## src/rtpc_pkg.sv

```systemverilog
// ----------------------------------------------------------------------------
// rtpc_pkg
// Types and constants shared by the radio transmit pacing controller.
// ----------------------------------------------------------------------------
package rtpc_pkg;

    localparam int CFG_IDX_W   = 3;
    localparam int CFG_DATA_W  = 16;
    localparam int FILL_W      = 8;
    localparam int COUNT_W     = 16;
    localparam int PERIOD_W    = 16;
    localparam int INTERVAL_W  = 4;
    localparam int WAIT_W      = 32;
    localparam int OUT_TDATA_W = 40;

    // window period divided by a shortfall of up to 17 bits: one quotient bit per step
    localparam int DIV_STEPS   = PERIOD_W;
    localparam int DIV_CNT_W   = $clog2(DIV_STEPS + 1);
    localparam int SHORT_W     = 17;

    localparam int BUFFER_DEPTH_DEF = 255;

    localparam logic [FILL_W-1:0]     MIN_TX_COUNT_RST    = 8'd30;
    localparam logic [FILL_W-1:0]     BASE_TARGET_RST     = 8'd5;
    localparam logic [PERIOD_W-1:0]   WINDOW_PERIOD_RST   = 16'd1000;
    localparam logic [INTERVAL_W-1:0] RETUNE_INTERVAL_RST = 4'd3;
    localparam logic [FILL_W-1:0]     MIN_FILL_START_RST  = 8'd255;

    localparam logic [WAIT_W-1:0]  WAIT_NO_PACE = 32'hFFFF_FFFF;
    localparam logic [COUNT_W-1:0] COUNT_MAX    = 16'hFFFF;

    typedef enum logic [CFG_IDX_W-1:0] {
        CFG_MIN_TX_COUNT    = 3'd0,
        CFG_BASE_TARGET     = 3'd1,
        CFG_WINDOW_PERIOD   = 3'd2,
        CFG_RETUNE_INTERVAL = 3'd3,
        CFG_MIN_FILL_START  = 3'd4
    } t_cfg_idx;

    typedef enum logic {
        FUNC_PKT_SENT = 1'b0,
        FUNC_WIN_DONE = 1'b1
    } t_func;

    typedef enum logic [1:0] {
        ST_IDLE,
        ST_DIV,
        ST_DONE
    } t_state;

endpackage

```

## src/radio_tx_pacing_controller.sv

```systemverilog
// ----------------------------------------------------------------------------
// radio_tx_pacing_controller
// Paces packet production per radio window from buffer fill events.
// ----------------------------------------------------------------------------
// channel   direction  tdata                              tuser
// s_axis    in         [7:0] buffer_fill                  [0] func
// m_axis    out        [31:0] pace_wait, [39:32] target   -
// cfg       in         write enable, index, 16-bit data   -
//
// a packet-sent event is handled in idle; a window event with no pacing goes
// straight to done, one that needs a wait period first runs 16 restoring divide
// steps on one shared subtract/compare unit, between load and hand-off
// reset is synchronous, active low, and restores configuration, window state
// and the output valid; divider remainder, quotient, divisor and output data registers are not reset
// a stalled result stays in the output register; the next item is still
// accepted, but a new result waits in the done state until that one is taken
// ----------------------------------------------------------------------------
module radio_tx_pacing_controller
    import rtpc_pkg::*;
#(
    parameter int BUFFER_DEPTH = BUFFER_DEPTH_DEF
) (
    input  logic                   i_clk,
    input  logic                   i_rst_n,
    input  logic                   s_axis_tvalid,
    output logic                   s_axis_tready,
    input  logic [FILL_W-1:0]      s_axis_tdata,   // [7:0] buffer_fill
    input  logic                   s_axis_tuser,   // [0] func
    output logic                   m_axis_tvalid,
    input  logic                   m_axis_tready,
    output logic [OUT_TDATA_W-1:0] m_axis_tdata,   // [31:0] pace_wait, [39:32] buffer_target
    input  logic                   i_cfg_we,
    input  logic [CFG_IDX_W-1:0]   i_cfg_index,
    input  logic [CFG_DATA_W-1:0]  i_cfg_wdata
);

    localparam int TargetLimit = (BUFFER_DEPTH > 255) ? 255 : BUFFER_DEPTH;
    localparam logic [9:0] TARGET_LIM = 10'(TargetLimit);

    // configuration
    logic [FILL_W-1:0]     r_min_tx_count;
    logic [FILL_W-1:0]     r_base_target;
    logic [PERIOD_W-1:0]   r_window_period;
    logic [INTERVAL_W-1:0] r_retune_interval;
    logic [FILL_W-1:0]     r_min_fill_start;

    always_ff @(posedge i_clk) begin
        if (!i_rst_n) begin
            r_min_tx_count    <= MIN_TX_COUNT_RST;
            r_base_target     <= BASE_TARGET_RST;
            r_window_period   <= WINDOW_PERIOD_RST;
            r_retune_interval <= RETUNE_INTERVAL_RST;
            r_min_fill_start  <= MIN_FILL_START_RST;
        end else if (i_cfg_we) begin
            case (i_cfg_index)
                CFG_MIN_TX_COUNT:    r_min_tx_count    <= i_cfg_wdata[FILL_W-1:0];
                CFG_BASE_TARGET:     r_base_target     <= i_cfg_wdata[FILL_W-1:0];
                CFG_WINDOW_PERIOD:   r_window_period   <= i_cfg_wdata;
                CFG_RETUNE_INTERVAL: r_retune_interval <= i_cfg_wdata[INTERVAL_W-1:0];
                CFG_MIN_FILL_START:  r_min_fill_start  <= i_cfg_wdata[FILL_W-1:0];
                default: ;
            endcase
        end
    end

    // state
    t_state r_state, n_state;

    logic [COUNT_W-1:0]    r_sent_count,     n_sent_count;
    logic [FILL_W-1:0]     r_lowest_fill,    n_lowest_fill;
    logic [FILL_W-1:0]     r_target_fill,    n_target_fill;
    logic [INTERVAL_W-1:0] r_window_counter, n_window_counter;

    logic [SHORT_W-1:0]    r_rem,     n_rem;
    logic [PERIOD_W-1:0]   r_quot,    n_quot;
    logic [SHORT_W-1:0]    r_divisor, n_divisor;
    logic [DIV_CNT_W-1:0]  r_div_cnt, n_div_cnt;
    logic                  r_no_pace, n_no_pace;

    logic                   r_m_valid, n_m_valid;
    logic [OUT_TDATA_W-1:0] r_m_data,  n_m_data;

    logic in_xact;
    logic out_free;
    logic div_last;
    logic win_event;

    assign in_xact  = s_axis_tvalid && s_axis_tready;
    assign out_free = !r_m_valid || m_axis_tready;
    assign div_last = (r_div_cnt == DIV_CNT_W'(1));
    assign win_event = (s_axis_tuser == FUNC_WIN_DONE);

    // window arithmetic
    logic [COUNT_W-1:0] tx;
    logic signed [17:0] expected;
    logic signed [17:0] shortfall;
    logic               no_pace;
    logic signed [9:0]  retune_sum;
    logic [FILL_W-1:0]  retune_val;

    always_comb begin
        tx        = (r_sent_count > COUNT_W'(r_min_tx_count)) ? r_sent_count
                                                              : COUNT_W'(r_min_tx_count);
        expected  = $signed({10'b0, s_axis_tdata}) - $signed({2'b0, tx});
        no_pace   = (expected >= $signed({10'b0, r_target_fill}));
        shortfall = $signed({10'b0, r_target_fill}) - expected;
        retune_sum = $signed({2'b0, r_target_fill}) + $signed({2'b0, r_base_target})
                   - $signed({2'b0, r_lowest_fill});
        if (retune_sum[9]) begin
            retune_val = '0;
        end else if (retune_sum > $signed(TARGET_LIM)) begin
            retune_val = TARGET_LIM[FILL_W-1:0];
        end else begin
            retune_val = retune_sum[FILL_W-1:0];
        end
    end

    // shared subtract/compare unit for the restoring divider
    logic [SHORT_W:0] div_shift;
    logic [SHORT_W:0] div_diff;
    assign div_shift = {r_rem, r_quot[PERIOD_W-1]};
    assign div_diff  = div_shift - {1'b0, r_divisor};

    // next state
    always_comb begin
        n_state = r_state;
        case (r_state)
            ST_IDLE: begin
                if (in_xact && win_event) begin
                    n_state = no_pace ? ST_DONE : ST_DIV;
                end
            end
            ST_DIV: begin
                if (div_last) begin
                    n_state = ST_DONE;
                end
            end
            ST_DONE: begin
                if (out_free) begin
                    n_state = ST_IDLE;
                end
            end
            default: n_state = ST_IDLE;
        endcase
    end

    // outputs and datapath
    always_comb begin
        s_axis_tready    = (r_state == ST_IDLE);
        n_sent_count     = r_sent_count;
        n_lowest_fill    = r_lowest_fill;
        n_target_fill    = r_target_fill;
        n_window_counter = r_window_counter;
        n_rem            = r_rem;
        n_quot           = r_quot;
        n_divisor        = r_divisor;
        n_div_cnt        = r_div_cnt;
        n_no_pace        = r_no_pace;
        n_m_valid        = r_m_valid && !m_axis_tready;
        n_m_data         = r_m_data;
        case (r_state)
            ST_IDLE: begin
                if (in_xact && !win_event) begin
                    if (r_sent_count != COUNT_MAX) begin
                        n_sent_count = r_sent_count + COUNT_W'(1);
                    end
                    if (s_axis_tdata < r_lowest_fill) begin
                        n_lowest_fill = s_axis_tdata;
                    end
                end else if (in_xact) begin
                    n_sent_count = '0;
                    n_no_pace    = no_pace;
                    n_rem        = '0;
                    n_quot       = r_window_period;
                    n_divisor    = shortfall[SHORT_W-1:0];
                    n_div_cnt    = DIV_CNT_W'(DIV_STEPS);
                    if (r_window_counter < r_retune_interval) begin
                        n_window_counter = r_window_counter + INTERVAL_W'(1);
                    end else begin
                        n_target_fill    = retune_val;
                        n_window_counter = '0;
                        n_lowest_fill    = r_min_fill_start;
                    end
                end
            end
            ST_DIV: begin
                n_div_cnt = r_div_cnt - DIV_CNT_W'(1);
                if (!div_diff[SHORT_W]) begin
                    n_rem  = div_diff[SHORT_W-1:0];
                    n_quot = {r_quot[PERIOD_W-2:0], 1'b1};
                end else begin
                    n_rem  = div_shift[SHORT_W-1:0];
                    n_quot = {r_quot[PERIOD_W-2:0], 1'b0};
                end
            end
            ST_DONE: begin
                if (out_free) begin
                    n_m_valid = 1'b1;
                    n_m_data  = {r_target_fill,
                                 r_no_pace ? WAIT_NO_PACE : WAIT_W'(r_quot)};
                end
            end
            default: ;
        endcase
    end

    always_ff @(posedge i_clk) begin
        if (!i_rst_n) begin
            r_state          <= ST_IDLE;
            r_sent_count     <= '0;
            r_lowest_fill    <= MIN_FILL_START_RST;
            r_target_fill    <= BASE_TARGET_RST;
            r_window_counter <= '0;
            r_div_cnt        <= '0;
            r_no_pace        <= 1'b0;
            r_m_valid        <= 1'b0;
        end else begin
            r_state          <= n_state;
            r_sent_count     <= n_sent_count;
            r_lowest_fill    <= n_lowest_fill;
            r_target_fill    <= n_target_fill;
            r_window_counter <= n_window_counter;
            r_div_cnt        <= n_div_cnt;
            r_no_pace        <= n_no_pace;
            r_m_valid        <= n_m_valid;
        end
    end

    always_ff @(posedge i_clk) begin
        r_rem     <= n_rem;
        r_quot    <= n_quot;
        r_divisor <= n_divisor;
        r_m_data  <= n_m_data;
    end

    assign m_axis_tvalid = r_m_valid;
    assign m_axis_tdata  = r_m_data;

endmodule

```

## config.mk

```make
export PLATFORM = sky130hd
export DESIGN_NAME = radio_tx_pacing_controller
export DESIGN_NICKNAME = d
export VERILOG_FILES = /design/src/rtpc_pkg.sv /design/src/radio_tx_pacing_controller.sv
export SDC_FILE = /design/constraint.sdc
export NUM_CORES = 1
export LEC_CHECK = 0
export BUFFER_PORTS_ARGS = -buffer_cell sky130_fd_sc_hd__buf_2
export CORE_MARGIN = 2
export CORE_UTILIZATION = 30
export CTS_CLUSTER_DIAMETER = 120
export DETAILED_ROUTE_END_ITERATION = 8
export PLACE_DENSITY = 0.53
export SETUP_SLACK_MARGIN = 0.05
export SLEW_MARGIN = 40
export SYNTH_ARGS = -nofsm -noshare
export SYNTH_HDL_FRONTEND = slang
export SYNTH_SLANG_ARGS = --single-unit
```

## constraint.sdc

```tcl
create_clock -name i_clk -period 15.64 [get_ports i_clk]
set_clock_uncertainty 0.15 [all_clocks]
set_input_delay 0.782 -clock i_clk [delete_from_list [all_inputs] [get_ports i_clk]]
set_output_delay 0.782 -clock i_clk [all_outputs]
set_load 0.01 [all_outputs]
```

# After elaboration in Yosys (flattened, before gate mapping)
# Cells that the tools add are included.
totals:
  elab_cells: 103
  register_bits: 179
op_classes:
  add_sub_neg: 8
  n_eq_ne: 16
  n_reduce_logical: 24
  n_lt_le_gt_ge: 5
  n_bitwise: 2
  mux: 30
op_table:
  columns: ["operator", "n"]
  rows:
  - ["2-to-1 mux 16 bit", 6]
  - ["2-to-1 mux 17 bit", 3]
  - ["2-to-1 mux 8 bit", 6]
  - ["one-hot mux 17 bit (2 select lines)", 1]
  - ["2-to-1 mux 32 bit", 1]
  - ["one-hot mux 16 bit (2 select lines)", 1]
  - ["subtractor 18 x 17 -> 18 bit", 1]
  - ["greater-or-equal comparator 17 x 9 -> 1 bit", 1]
  - ["subtractor 8 x 16 -> 17 bit", 1]
  - ["subtractor 9 x 17 -> 17 bit", 1]
  - ["adder 16 x 1 -> 16 bit (second input constant)", 1]
  - ["greater-than comparator 16 x 8 -> 1 bit", 1]
  - ["!= test 16 bit (second input constant)", 1]
  - ["AND reduction 2 bit", 6]
  - ["AND reduction 3 bit", 4]
  - ["greater-than comparator 10 x 9 -> 1 bit (second input constant)", 1]
  - ["2-to-1 mux 5 bit", 2]
  - ["one-hot mux 5 bit (2 select lines)", 1]
  - ["subtractor 9 x 8 -> 10 bit", 1]
  - ["adder 8 x 8 -> 9 bit", 1]
  - ["< comparator 8 bit", 1]
  - ["2-to-1 mux 2 bit", 4]
  - ["!= test 2 x 1 -> 1 bit (second input constant)", 4]
  - ["!= test 2 bit (second input constant)", 4]
  - ["other kinds (20)", 31]

# Depth between registers and ports, before layout
# Gate-level depths: netlist (run 1).
depth:
  depth_word: 7
  mapped_depth: 25
  mapped_depth_nobuf: 25

# Least setup slack after synthesis (run 1)
# No wires, ideal clock.
synth_timing:
  kind: "reg2reg"
  from: "reg r_sent_count[10]"
  to: "reg r_divisor[10], data pin"
  period_less_slack_ns: 5.502
  required_time_ns: 15.220
  path_slack_ns: 10.138
  path_stages_with_launch: 21
  t_arrival_ns: 5.082
  setup_ns: 0.270
  path_cell_list: "dfxtp_1 buf_6 or3_1 or4_4 nor3_2 mux2i_1 ha_1 nor2b_1 o31a_1 o21ai_0 nand2b_1 a21o_1 a21oi_1 xor2_1 ha_1 nand4_1 nor2b_1 a211oi_1 mux2_2 o32ai_1 xor2_1"
synth_via:
  elab_chain_len: 4
synth_rtl:
  columns: ["item", "line", "rtl"]
  rows:
  - ["start, declared", "radio_tx_pacing_controller.sv:69", "logic [COUNT_W-1:0] r_sent_count, n_sent_count;"]
  - ["start signal, assigned", "radio_tx_pacing_controller.sv:219", "r_sent_count <= n_sent_count;"]
  - ["greater-than comparator 16 x 8 -> 1 bit", "radio_tx_pacing_controller.sv:102", "tx = (r_sent_count > COUNT_W'(r_min_tx_count)) ? r_sent_count"]
  - ["2-to-1 mux 16 bit (*)", "radio_tx_pacing_controller.sv:102", null]
  - ["subtractor 8 x 16 -> 17 bit (*)", "radio_tx_pacing_controller.sv:104", "expected = $signed({10'b0, s_axis_tdata}) - $signed({2'b0, tx});"]
  - ["subtractor 9 x 17 -> 17 bit (*)", "radio_tx_pacing_controller.sv:106", "shortfall = $signed({10'b0, r_target_fill}) - expected;"]
  - ["net shortfall[10]", "radio_tx_pacing_controller.sv:96", "logic signed [17:0] shortfall;"]
  - ["end signal, assigned", "radio_tx_pacing_controller.sv:232", "r_divisor <= n_divisor;"]
  - ["end, declared", "radio_tx_pacing_controller.sv:76", "logic [SHORT_W-1:0] r_divisor, n_divisor;"]
# Mark *: on every way through the listed nets, which the timed path passes. The rest lies on a longest branch.
# A chain may end at the register's enable or synchronous reset.

# Worst setup path after layout (run 1)
layout_timing:
  from: "reg r_sent_count[8]"
  to: "reg r_divisor[10], data pin"
# The elaborated chain is that of the path after synthesis.

==> results of run 1 <==
[logic make-up (layout without fill, tap and decap cells)]
kind of cell,count (synthesis),after routing,share of synthesized area [%]
XOR/XNOR,57,57,5.23
flip-flops,164,164,42.3
adder cells (fa/ha/maj),75,75,10.7
buffers and inverters,138,199,6.12
AND/OR/NAND/NOR,412,412,19.8
AO/OA/AOI/OAI,181,181,12.0
multiplexers,35,35,3.82
[critical path: stages (launching register included)]
cell and delay, ns:
dfxtp_1 0.43, or3_1 0.43, or4_4 0.52, nor3_2 0.69, mux2i_1 0.40, ha_1 0.29, nor2b_1 0.13, o31a_1 0.26
o21ai_0 0.16, nand2b_1 0.11, a21o_1 0.19, a21oi_1 0.17, xor2_1 0.17, ha_1 0.30, nand4_1 0.13, nor2b_1 0.06
a211oi_1 0.55, mux2_2 0.41, o32ai_1 0.26, xor2_1 0.10
[through the flow]
step                area [µm²]  setup WS [ns]  util, %
floorplan                 9540          10.14        -
global placement         10200           9.58     32.5
detailed placement       10200           9.50     32.5
CTS                      10800           9.48     34.5
global route             10800           9.06     34.5
finish                   10800           9.49     34.5
[state kept, by name, indices dropped and copies added (netlist names)]
name               cells
m_axis_tdata          25
r_divisor             17
r_rem                 17
r_quot                16
r_sent_count          16
r_window_period       16
r_base_target          8
r_lowest_fill          8
r_min_fill_start       8
r_min_tx_count         8
r_target_fill          8
r_div_cnt              5
r_retune_interval      4
r_window_counter       4
r_state                2
m_axis_tvalid          1
r_no_pace              1
[cells in the final DEF (no fill, tap or decap), types with 9 or more instances in the layout]
master / instances
mux2i_1: 24
fa_1: 11
buf_2: 74
nand3_1: 43
clkbuf_16: 17
inv_1: 85
nand4_1: 9
nor2_1: 75
o21ai_0: 32
xor2_1: 21
a21oi_1: 67
ha_1: 64
o21a_1: 11
nand2b_1: 13
a21o_1: 17
xnor2_1: 35
edfxtp_1: 75
mux2_2: 11
o211ai_1: 9
nor2b_1: 17
dfxtp_1: 89
or2_2: 22
nor3_1: 11
nand2_1: 183
[report_power, final]
| group | switching [mW] | total, mW | internal, mW |
|---|---|---|---|
| registers | 0.00995 | 0.480 | 0.470 |
| clock network | 0.213 | 0.431 | 0.218 |
| logic | 0.0943 | 0.160 | 0.0655 |
[per-layer routing]
layer | vias up | GRT usage [%] | routed length (µm)
li1 | 3717 | - | -
met1 | 3427 | 19.1 | 10900
met2 | 133 | 22.5 | 9930
met3 | 26 | 2.71 | 1110
met4 | 0 | 4.87 | 516
met5 | - | 0 | 0
[Yosys cell counts (22+ instances only)]
| cell | instances |
|---|---|
| nand2_1 | 183 |
| dfxtp_1 | 89 |
| inv_1 | 85 |
| nor2_1 | 77 |
| edfxtp_1 | 75 |
| a21oi_1 | 67 |
| ha_1 | 64 |
| nand3_1 | 43 |
| xnor2_1 | 36 |
| clkbuf_1 | 34 |
| o21ai_0 | 32 |
| mux2i_1 | 24 |
| or2_2 | 22 |
[worst paths after layout]
check             slack [ns]              from  cells after the start                to
setup / recovery        9.49   r_sent_count[8]                     19     r_divisor[10]
hold / removal          0.31  r_base_target[4]                      2  r_base_target[4]
setup reg to reg        9.49   r_sent_count[8]                     19     r_divisor[10]
hold reg to reg         0.31  r_base_target[4]                      2  r_base_target[4]
[layout make-up]
| cell class | instances | area [µm²] | share of cell area (%) |
|---|---|---|---|
| tap | 402 | 503 | 4.64 |
| clock buffer | 17 | 425 | 3.92 |
| timing repair buffer | 81 | 423 | 3.90 |
| inverter | 86 | 323 | 2.98 |
| multi-input combinational | 760 | 4940 | 45.6 |
| sequential | 164 | 4030 | 37.2 |
| clock inverter | 15 | 196 | 1.81 |
==> summary.txt, run 1 <==
Synthesis
  – #FFs+latches synth: 164
  – Ys flop type: dfxtp_1
  – FFs w/ async S/R, synth: 0%
  – Syn_area_per_cell: 8.99 µm²
  – Warnings from Yosys: 0
  – Cell area after synthesis: 9540 µm²
  – Netlist cell types: 64
  – Post-synth top area share: 23.6%
  – Post-synth EDFFs: 75
  – Syn nets: 1170
  – Cell count after synthesis: 1062
  – Post-synthesis sequential area ratio: 42.3%
  – Yosys top cell by area: edfxtp_1
  – Top cells by area, synth: edfxtp_1 24%, dfxtp_1 19%, ha_1 8.4%

Place
  – HPWL Detailed: 16600 µm
  – Placed Cells: 1493
  – Port Buffers: 74
  – RD Place Congestion: 0.848

Global route
  – Gr usage total: 14.1%
  – Antenna violations before repair: 0
  – GRT overflow: 0
  – First-pass GRT wire length: 37100 µm
  – Number of global-route vias before repair: 7065
  – Largest net degree at the start of global routing: 44

Final layout
  – Area delta synth->final: 13.7%
  – # fillers: 3246
  – Fraction of layout cells with a size suffix above 1: 14.1%
  – Antenna cells: 0
  – Number of nets in the layout: 1218
  – Fin cells: 1525

Clock network
  – Clock slew at reported path FFs: 0.09 ns
  – CTS tree: built
  – Sink Count: 164
  – Htree depth: 4
  – Number of hold buffers added after CTS: 0
  – Postcts setup bufs: 0
  – Max clock buf depth: 2
  – Post-CTS Resized: 0
  – Clock latency on the worst-skew pair: 0.46 ns
  – Num CTS Buffers: 17
  – Root buffer cell: clkbuf_16

Setup path
  – Crit Path Class: reg -> reg
  – Crit path required time: 15.67 ns
  – Worst EP arrival: 6.18 ns
  – Nature of the critical path endpoint: flip-flop
  – Startpoint type of the worst setup path: flip-flop
  – Crit path max fanout: 12

Power and ir drop
  – Max rail drop VDD: 0.0732 mV
  – LEAKAGE: 4.68 nW
  – PD cells: 98.7 nW/µm²
  – Power, Total: 1.07 mW

Timing
  – Slew HR: 44.9%
  – RSZ-0062 raised after global routing: false
  – Tcrit/Tclk final: 39.3%
  – Final setup viols: 0
  – Worst-Margin Slew: 0.822 ns
  – Min Tclk post-route: 6.15 ns
  – Max Freq: 0.163 GHz
  – Setup TNS: 0 ns
  – Final hold viol count: 0
  – Final Max Slew Viols: 0
  – Worst hold slack: 0.306 ns

Die
  – DIE WIDTH: 182 µm
  – Die height: 182 µm
  – Std-Cell Rows: 65
  – Die ar.: 33300 µm²
  – CORE AREA: 31500 µm²
  – I/O pin total: 75
  – Starting Density: 30.3%

Run
  – Max Cap Viol: 0

Detailed routing
  – Drt initial violations: 395
  – Vias per cell: 4.79
  – First-pass DRT Iterations: 4
  – Wire length per cell: 14.7 µm
  – Via count: 7303
  – DRT Wirelength: 22400 µm
  – Antenna viol nets, final: 0
  – DRC Markers: 0

Run status
  – Status: complete, no violations

Min path
  – Hold WC Path Type: reg -> reg
(Power assumes the default switching activity.)
==> run 2: changes to the inputs <==
--- a/config.mk
+++ b/config.mk
@@ -10,7 +10,7 @@
 export CORE_UTILIZATION = 30
 export CTS_CLUSTER_DIAMETER = 120
 export DETAILED_ROUTE_END_ITERATION = 8
-export PLACE_DENSITY = 0.53
+export PLACE_DENSITY = 0.54
 export SETUP_SLACK_MARGIN = 0.05
 export SLEW_MARGIN = 40
 export SYNTH_ARGS = -nofsm -noshare
==> constraint.sdc (replaced) <==
create_clock -name i_clk -period 5 [get_ports i_clk]
set_clock_uncertainty 0.15 [all_clocks]
set_input_delay 0.25 -clock i_clk [delete_from_list [all_inputs] [get_ports i_clk]]
set_output_delay 0.25 -clock i_clk [all_outputs]
set_load 0.01 [all_outputs]
==> run 2 against run 1 <==
Effect of this change:
- sequential share of layout area decreased by 1.9 points
- final cell count up 3.1%
- worst setup slack worse by 9.4 ns
- fmax up 25%
- worst hold slack worse by 0.27 ns
- die area stayed put
- register-to-register slack got worse by 9.4 ns
- global-route usage about the same
- largest cell class unchanged
- highest routed layer is now met5
==> summary.txt, run 2 (same netlist as run 1, synthesis figures left out) <==
Run status
  – Status: complete, no violations (unchanged)

Timing
  – Final hold viol count: 0 (unchanged)
  – Final Max Slew Viols: 0 (unchanged)
  – Setup TNS: 0 ns (unchanged)
  – Max Freq: 0.203 GHz (was 0.163 GHz)
  – Tcrit/Tclk final: 98.3% (was 39.3%)
  – Min Tclk post-route: 4.92 ns (was 6.15 ns)
  – Slew HR: 46.2% (was 44.9%)
  – Worst-Margin Slew: 0.804 ns (was 0.822 ns)
  – Final setup viols: 0 (unchanged)
  – RSZ-0062 raised after global routing: true (was false)

Min path
  – Hold_sp: i_cfg_wdata[3] (was r_base_target[4])
  – Hold Path Sink: r_base_target[3] (was r_base_target[4])
  – Hold Path Depth: 3 (was 2)
  – Hold WC Path Type: in -> reg (was reg -> reg)

Place
  – HPWL Detailed: 17000 µm (was 16600 µm)
  – Port Buffers: 74 (unchanged)
  – RD Place Congestion: 0.822 (was 0.848)
  – Placed Cells: 1517 (was 1493)

Detailed routing
  – Wire length per cell: 14.7 µm (about the same)
  – Via count: 7402 (was 7303)
  – First-pass DRT Iterations: 4 (unchanged)
  – DRC Markers: 0 (unchanged)
  – Vias per cell: 4.71 (was 4.79)
  – Antenna viol nets, final: 0 (unchanged)
  – Drt initial violations: 396 (was 395)
  – DRT Wirelength: 23100 µm (was 22400 µm)

Global route
  – Antenna violations before repair: 1 (was 0)
  – Largest net degree at the start of global routing: 44 (unchanged)
  – GRT overflow: 0 (unchanged)
  – Gr usage total: 14.1% (about the same)
  – First-pass GRT wire length: 37100 µm (about the same)
  – Number of global-route vias before repair: 7190 (was 7065)

Final layout
  – Commonest non-fill, non-tap cell in the layout: nand2_1 (unchanged)
  – Fraction of layout cells with a size suffix above 1: 18.5% (was 14.1%)
  – Antenna cells: 0 (unchanged)
  – Fin cells: 1572 (was 1525)
  – Number of nets in the layout: 1265 (was 1218)
  – Most frequent cells in the layout: 183 x nand2_1, 85 x dfxtp_1, 83 x inv_1 (was 183 x nand2_1, 89 x dfxtp_1, 85 x inv_1)
  – Area delta synth->final: 19.8% (was 13.7%)
  – Max reg flops: 25 (unchanged)

Setup path
  – Nature of the critical path endpoint: flip-flop (unchanged)
  – Worst reg-to-reg setup slack: 0.08 ns (was 9.49 ns)
  – Reg2Reg Launch Point: r_sent_count[5] (was r_sent_count[8])
  – FF-to-FF path depth: 22 (was 19)
  – CP Launch Point: r_sent_count[5] (was r_sent_count[8])
  – Crit Path Class: reg -> reg (unchanged)
  – Crit path max fanout: 4 (was 12)
  – Worst EP arrival: 4.94 ns (was 6.18 ns)
  – Startpoint type of the worst setup path: flip-flop (unchanged)
  – Worst r2r dst: r_divisor[10] (unchanged)
  – Crit path required time: 5.02 ns (was 15.67 ns)

Power and ir drop
  – Clk network pwr share: 40.8% (was 40.3%)
  – PD cells: 302 nW/µm² (was 98.7 nW/µm²)
  – Seq pwr share: 43.5% (was 44.8%)
  – Logic pwr share: 15.7% (was 14.9%)
  – LEAKAGE: 4.93 nW (was 4.68 nW)
  – Int Power: 2.47 mW (was 0.754 mW)
  – P_sw: 0.977 mW (was 0.317 mW)
  – Net Sw Frac: 28.3% (was 29.6%)
  – Power, Total: 3.45 mW (was 1.07 mW)
  – Max rail drop VDD: 0.206 mV (was 0.0732 mV)

Die
  – Die height: 182 µm (unchanged)
  – CORE AREA: 31500 µm² (unchanged)
  – I/O pin total: 75 (unchanged)
  – Die ar.: 33300 µm² (unchanged)
  – Std-Cell Rows: 65 (unchanged)
  – DIE WIDTH: 182 µm (unchanged)
  – Starting Density: 30.3% (unchanged)

Clock network
  – Clock slew at reported path FFs: 0.08 ns (was 0.09 ns)
  – Max clock buf depth: 2 (unchanged)
  – Num CTS Buffers: 17 (unchanged)
  – Sink Count: 164 (unchanged)
  – Root buffer cell: clkbuf_16 (unchanged)
  – CTS tree: built (unchanged)
  – Clock latency on the worst-skew pair: 0.43 ns (was 0.46 ns)
  – Htree depth: 4 (unchanged)

Run
  – Max Cap Viol: 0 (unchanged)
==> run 2: changes by cell type in the layout (fill, tap and decap cells not counted), sizes merged <==
cell / change
dlygate4sd3: +16
buf: +31
bufinv: +2
clkinv: -5
inv: +2
clkinvlp: +1
==> run 2: power by group through the flow <==
stage,sequential [mW],combinational [mW],clock (mW)
after floorplan,1.52,0.377,0
after global placement,1.53,0.511,0
after detailed placement,1.53,0.516,0
after CTS,1.50,0.530,1.44
after global routing,1.51,0.608,1.49
final,1.50,0.543,1.41
==> run 2: worst max path at each step <==
stage / to / slack, ns / cells after the start
after floorplan: r_divisor[10] / -0.11 / 25
after global placement: r_divisor[10] / 0.04 / 25
after detailed placement: r_divisor[10] / -0.02 / 23
after CTS: r_divisor[10] / 0.06 / 25
after global routing: r_divisor[10] / -0.24 / 25
final: r_divisor[10] / 0.08 / 22
==> run 2: layout make-up <==
cell class	instances	area, µm²
timing repair buffer	128	816
fill	3209	20000
clock buffer	17	425
clock inverter	15	208
multi-input combinational	760	5120
inverter	86	323
tap	402	503
sequential	164	4040
==> run 2: metal layers <==
metal	vias up	wire length, µm	global-route usage [%]
met2	114	10900	24.0
met1	3449	11100	18.4
met4	2	262	3.90
li1	3819	-	-
met3	18	779	2.41
met5	-	13	0
==> run 2: repair_timing <==
item | 4_1_cts | 5_1_grt
cloned | 0 | 0
endpoints found under the setup margin | 5 | 11
hold buffers | 15 | 1
setup buffers | 1 | 7
pin swaps | 12 | 21
endpoints found under the hold margin | 20 | 1
resized for setup | 7 | 28
==> run 2: worst max-delay path: stages (launching register included) <==
cell      delay, ns
dfxtp_1        0.38
ha_4           0.22
a21o_1         0.15
a21o_1         0.19
a21oi_2        0.12
o21ai_1        0.07
o21a_1         0.13
nor3_4         0.26
buf_4          0.15
mux2_2         0.14
ha_2           0.20
inv_1          0.07
fa_2           0.38
a21oi_4        0.18
o21ai_0        0.10
a21oi_1        0.18
xor2_1         0.17
ha_1           0.28
a21o_1         0.22
a211oi_4       0.28
mux2_4         0.34
o32ai_4        0.20
xor2_1         0.09
==> run 2: metrics by stage <==
stage / area [µm²] / util [%] / hold WS (ns) / setup WS [ns]
after floorplan: 9580 / - / 0.224 / -0.105
after global placement: 10400 / 33.2 / 0.295 / 0.0397
after detailed placement: 10400 / 33.2 / 0.299 / -0.0235
after CTS: 11300 / 35.8 / 0.00545 / 0.0648
after global routing: 11400 / 36.3 / 0.0390 / -0.245
final: 11400 / 36.3 / 0.0323 / 0.0844
==> run 3: changes to the inputs <==
--- a/config.mk
+++ b/config.mk
@@ -6,6 +6,7 @@
 export NUM_CORES = 1
 export LEC_CHECK = 0
 export BUFFER_PORTS_ARGS = -buffer_cell sky130_fd_sc_hd__buf_2
+export CORE_ASPECT_RATIO = 0.7
 export CORE_MARGIN = 2
 export CORE_UTILIZATION = 30
 export CTS_CLUSTER_DIAMETER = 120
==> run 3 against run 2 <==
Effect of this change:
- count of clock-buffer cells in the layout is the same
- global-route usage grew 0.57 points
- worst setup slack gained 0.088 ns
- core utilization up 0.54 points
- die area is essentially flat
- sequential cell count unchanged
- design area rose by 0.65%
- routed wire length rose by 2.5%
- sequential share of layout area down 0.20 points
- first-iteration DRC count shrank 19%
==> summary.txt, run 3 (same netlist as run 1, synthesis figures left out) <==
Run status
  – Status: complete, no violations (unchanged)

Global route
  – Largest net degree at the start of global routing: 44 (unchanged)
  – First-pass GRT wire length: 38600 µm (was 37100 µm)
  – Number of global-route vias before repair: 7128 (was 7190)
  – Antenna violations before repair: 0 (was 1)
  – Gr usage total: 14.6% (was 14.1%)
  – GRT overflow: 0 (unchanged)

Final layout
  – Antenna cells: 0 (unchanged)
  – Area delta synth->final: 20.5% (was 19.8%)
  – Final Util: 36.9% (was 36.3%)
  – Max reg flops: 25 (unchanged)
  – Number of nets in the layout: 1276 (was 1265)
  – Commonest non-fill, non-tap cell in the layout: nand2_1 (unchanged)
  – Most frequent cells in the layout: 183 x nand2_1, 83 x inv_1, 83 x dfxtp_1 (was 183 x nand2_1, 85 x dfxtp_1, 83 x inv_1)
  – Fraction of layout cells with a size suffix above 1: 19.0% (was 18.5%)

Setup path
  – Slowest stage delay, CP: 0.34 ns (was 0.38 ns)
  – Worst r2r dst: r_divisor[10] (unchanged)
  – CP dominant cell by count: a21o_1 (unchanged)
  – FF-to-FF path depth: 24 (was 22)
  – Crit path max-delay cell type: mux2_4 (was dfxtp_1)
  – Worst reg-to-reg setup slack: 0.17 ns (was 0.08 ns)
  – Worst path bufs/invs: 3 (was 2)
  – Reg2Reg Launch Point: r_min_tx_count[5] (was r_sent_count[5])
  – Cell family with most CP delay: compound AO/OA/AOI/OAI gates (unchanged)
  – Startpoint type of the worst setup path: flip-flop (unchanged)
  – Crit Path Class: reg -> reg (unchanged)
  – Crit path required time: 5.04 ns (was 5.02 ns)
  – WP depth: 24 (was 22)
  – Worst EP arrival: 4.87 ns (was 4.94 ns)
  – Nature of the critical path endpoint: flip-flop (unchanged)
  – Crit path max fanout: 3 (was 4)
  – CP cell instances: inv_2, ha_4, a21o_1, a21o_1, a21oi_2, o21ai_1, o21a_1, nor3_4, buf_6, mux2i_2, ha_1, o21a_1, o31a_1, o21ai_1, nand2b_1, a21o_1, a21oi_2, xor2_1, ha_1, buf_4, a211oi_2, mux2_4, o32ai_4, xor2_1 (was ha_4, a21o_1, a21o_1, a21oi_2, o21ai_1, o21a_1, nor3_4, buf_4, mux2_2, ha_2, inv_1, fa_2, a21oi_4, o21ai_0, a21oi_1, xor2_1, ha_1, a21o_1, a211oi_4, mux2_4, o32ai_4, xor2_1)

Timing
  – Worst-Margin Slew: 0.830 ns (was 0.804 ns)
  – Setup TNS: 0 ns (unchanged)
  – Tcrit/Tclk final: 96.6% (was 98.3%)
  – RSZ-0062 raised after global routing: true (unchanged)
  – Slew HR: 44.6% (was 46.2%)
  – Min Tclk post-route: 4.83 ns (was 4.92 ns)
  – Final hold viol count: 0 (unchanged)
  – Final Max Slew Viols: 0 (unchanged)
  – Max Freq: 0.207 GHz (was 0.203 GHz)
  – Final setup viols: 0 (unchanged)

Clock network
  – Root buffer cell: clkbuf_16 (unchanged)
  – Clock latency on the worst-skew pair: 0.44 ns (was 0.43 ns)
  – Max clock buf depth: 2 (unchanged)
  – CTS tree: built (unchanged)
  – Clock slew at reported path FFs: 0.07 ns (was 0.08 ns)
  – Sink Count: 164 (unchanged)
  – Htree depth: 4 (unchanged)
  – Num CTS Buffers: 17 (unchanged)

Die
  – CORE AREA: 31200 µm² (was 31500 µm²)
  – Die height: 153 µm (was 182 µm)
  – DIE WIDTH: 217 µm (was 182 µm)
  – I/O pin total: 75 (unchanged)
  – Starting Density: 30.6% (was 30.3%)
  – Std-Cell Rows: 54 (was 65)
  – Die ar.: 33300 µm² (about the same)

Power and ir drop
  – P_sw: 0.988 mW (was 0.977 mW)
  – Seq pwr share: 43.9% (was 43.5%)
  – PD cells: 298 nW/µm² (was 302 nW/µm²)
  – Clk network pwr share: 40.1% (was 40.8%)
  – Logic pwr share: 16.0% (was 15.7%)
  – Int Power: 2.44 mW (was 2.47 mW)
  – LEAKAGE: 4.97 nW (was 4.93 nW)
  – Max rail drop VDD: 0.265 mV (was 0.206 mV)
  – Net Sw Frac: 28.9% (was 28.3%)

Min path
  – Hold Path Depth: 4 (was 3)
  – Hold WC Path Type: in -> reg (unchanged)
  – Hold Path Sink: r_lowest_fill[2] (was r_base_target[3])
  – Hold_sp: s_axis_tdata[2] (was i_cfg_wdata[3])

Detailed routing
  – Vias per cell: 4.70 (was 4.71)
  – First-pass DRT Iterations: 4 (unchanged)
  – Drt initial violations: 321 (was 396)
  – Antenna viol nets, final: 0 (unchanged)
  – Via count: 7517 (was 7402)
  – DRC Markers: 0 (unchanged)
  – DRT Wirelength: 23700 µm (was 23100 µm)
  – Wire length per cell: 14.8 µm (was 14.7 µm)

Run
  – Max Cap Viol: 0 (unchanged)

Place
  – Port Buffers: 74 (unchanged)
  – RD Place Congestion: 0.843 (was 0.822)
  – HPWL Detailed: 17900 µm (was 17000 µm)
-- run 3: changes by cell type in the layout (fill, tap and decap cells not counted), sizes merged --
cell / previous run / this run
clkinv: 5 / 7
clkinvlp: 1 / 0
bufinv: 2 / 1
buf: 112 / 122
dlygate4sd3: 16 / 17
-- run 3: timing repair --
item | CTS | global route
gates resized for setup | 6 | 23
setup endpoints to repair | 4 | 9
setup buffers | 1 | 2
hold buffers | 17 | 0
endpoints found under the hold margin | 40 | 0
pin swaps | 14 | 14
-- run 3: cell type report --
cell class	count	area, µm²
inverters	86	323
clock buffers	17	425
repair buffers	139	905
flip-flops and latches	164	4040
fillers	3167	19700
clock inverters	15	198
well taps	420	526
multi-input cells	760	5090
-- run 3: per-stage QoR --
stage               worst slack [ns]  std cells  hold slack (ns)  power, mW  instance area, µm²
finish                         0.172       1601           0.0965       3.42               11500
global route                 -0.0803       1601           0.0977       3.59               11500
CTS                           0.0543       1599           0.0767       3.46               11400
detailed placement           -0.0710       1549            0.298       2.06               10600
global placement              0.0593       1549            0.296       2.05               10600
floorplan                     -0.105       1062            0.224       1.90                9580
-- run 3: worst max-delay path by stage --
stage / from / endpoint
final: r_min_tx_count[5] / r_divisor[10]
after global routing: r_min_tx_count[1] / r_divisor[12]
after CTS: r_min_tx_count[5] / r_divisor[10]
after detailed placement: r_min_tx_count[5] / r_divisor[10]
after global placement: r_min_tx_count[5] / r_divisor[10]
after floorplan: r_min_tx_count[1] / r_divisor[10]
-- run 3: tightest hold or removal path, stage by stage --
cell and delay, ns:
buf_2 0.13, mux2_2 0.16, mux2i_1 0.06, nand2_1 0.06
-- run 3: per-layer routing --
layer  up-vias  track usage, %  share of wire, %
met3        28            2.61               2.7
met4         0            3.65               1.2
met1      3524            21.8                54
met2       105            21.8                43
li1       3860               -                 -
met5         -               0                 0
-- run 3: power groups by stage --
stage	Clock [mW]	Combinational, mW	Sequential [mW]
global route	1.46	0.618	1.51
floorplan	0	0.377	1.52
detailed placement	0	0.527	1.53
CTS	1.41	0.542	1.50
finish	1.37	0.548	1.50
global placement	0	0.519	1.53
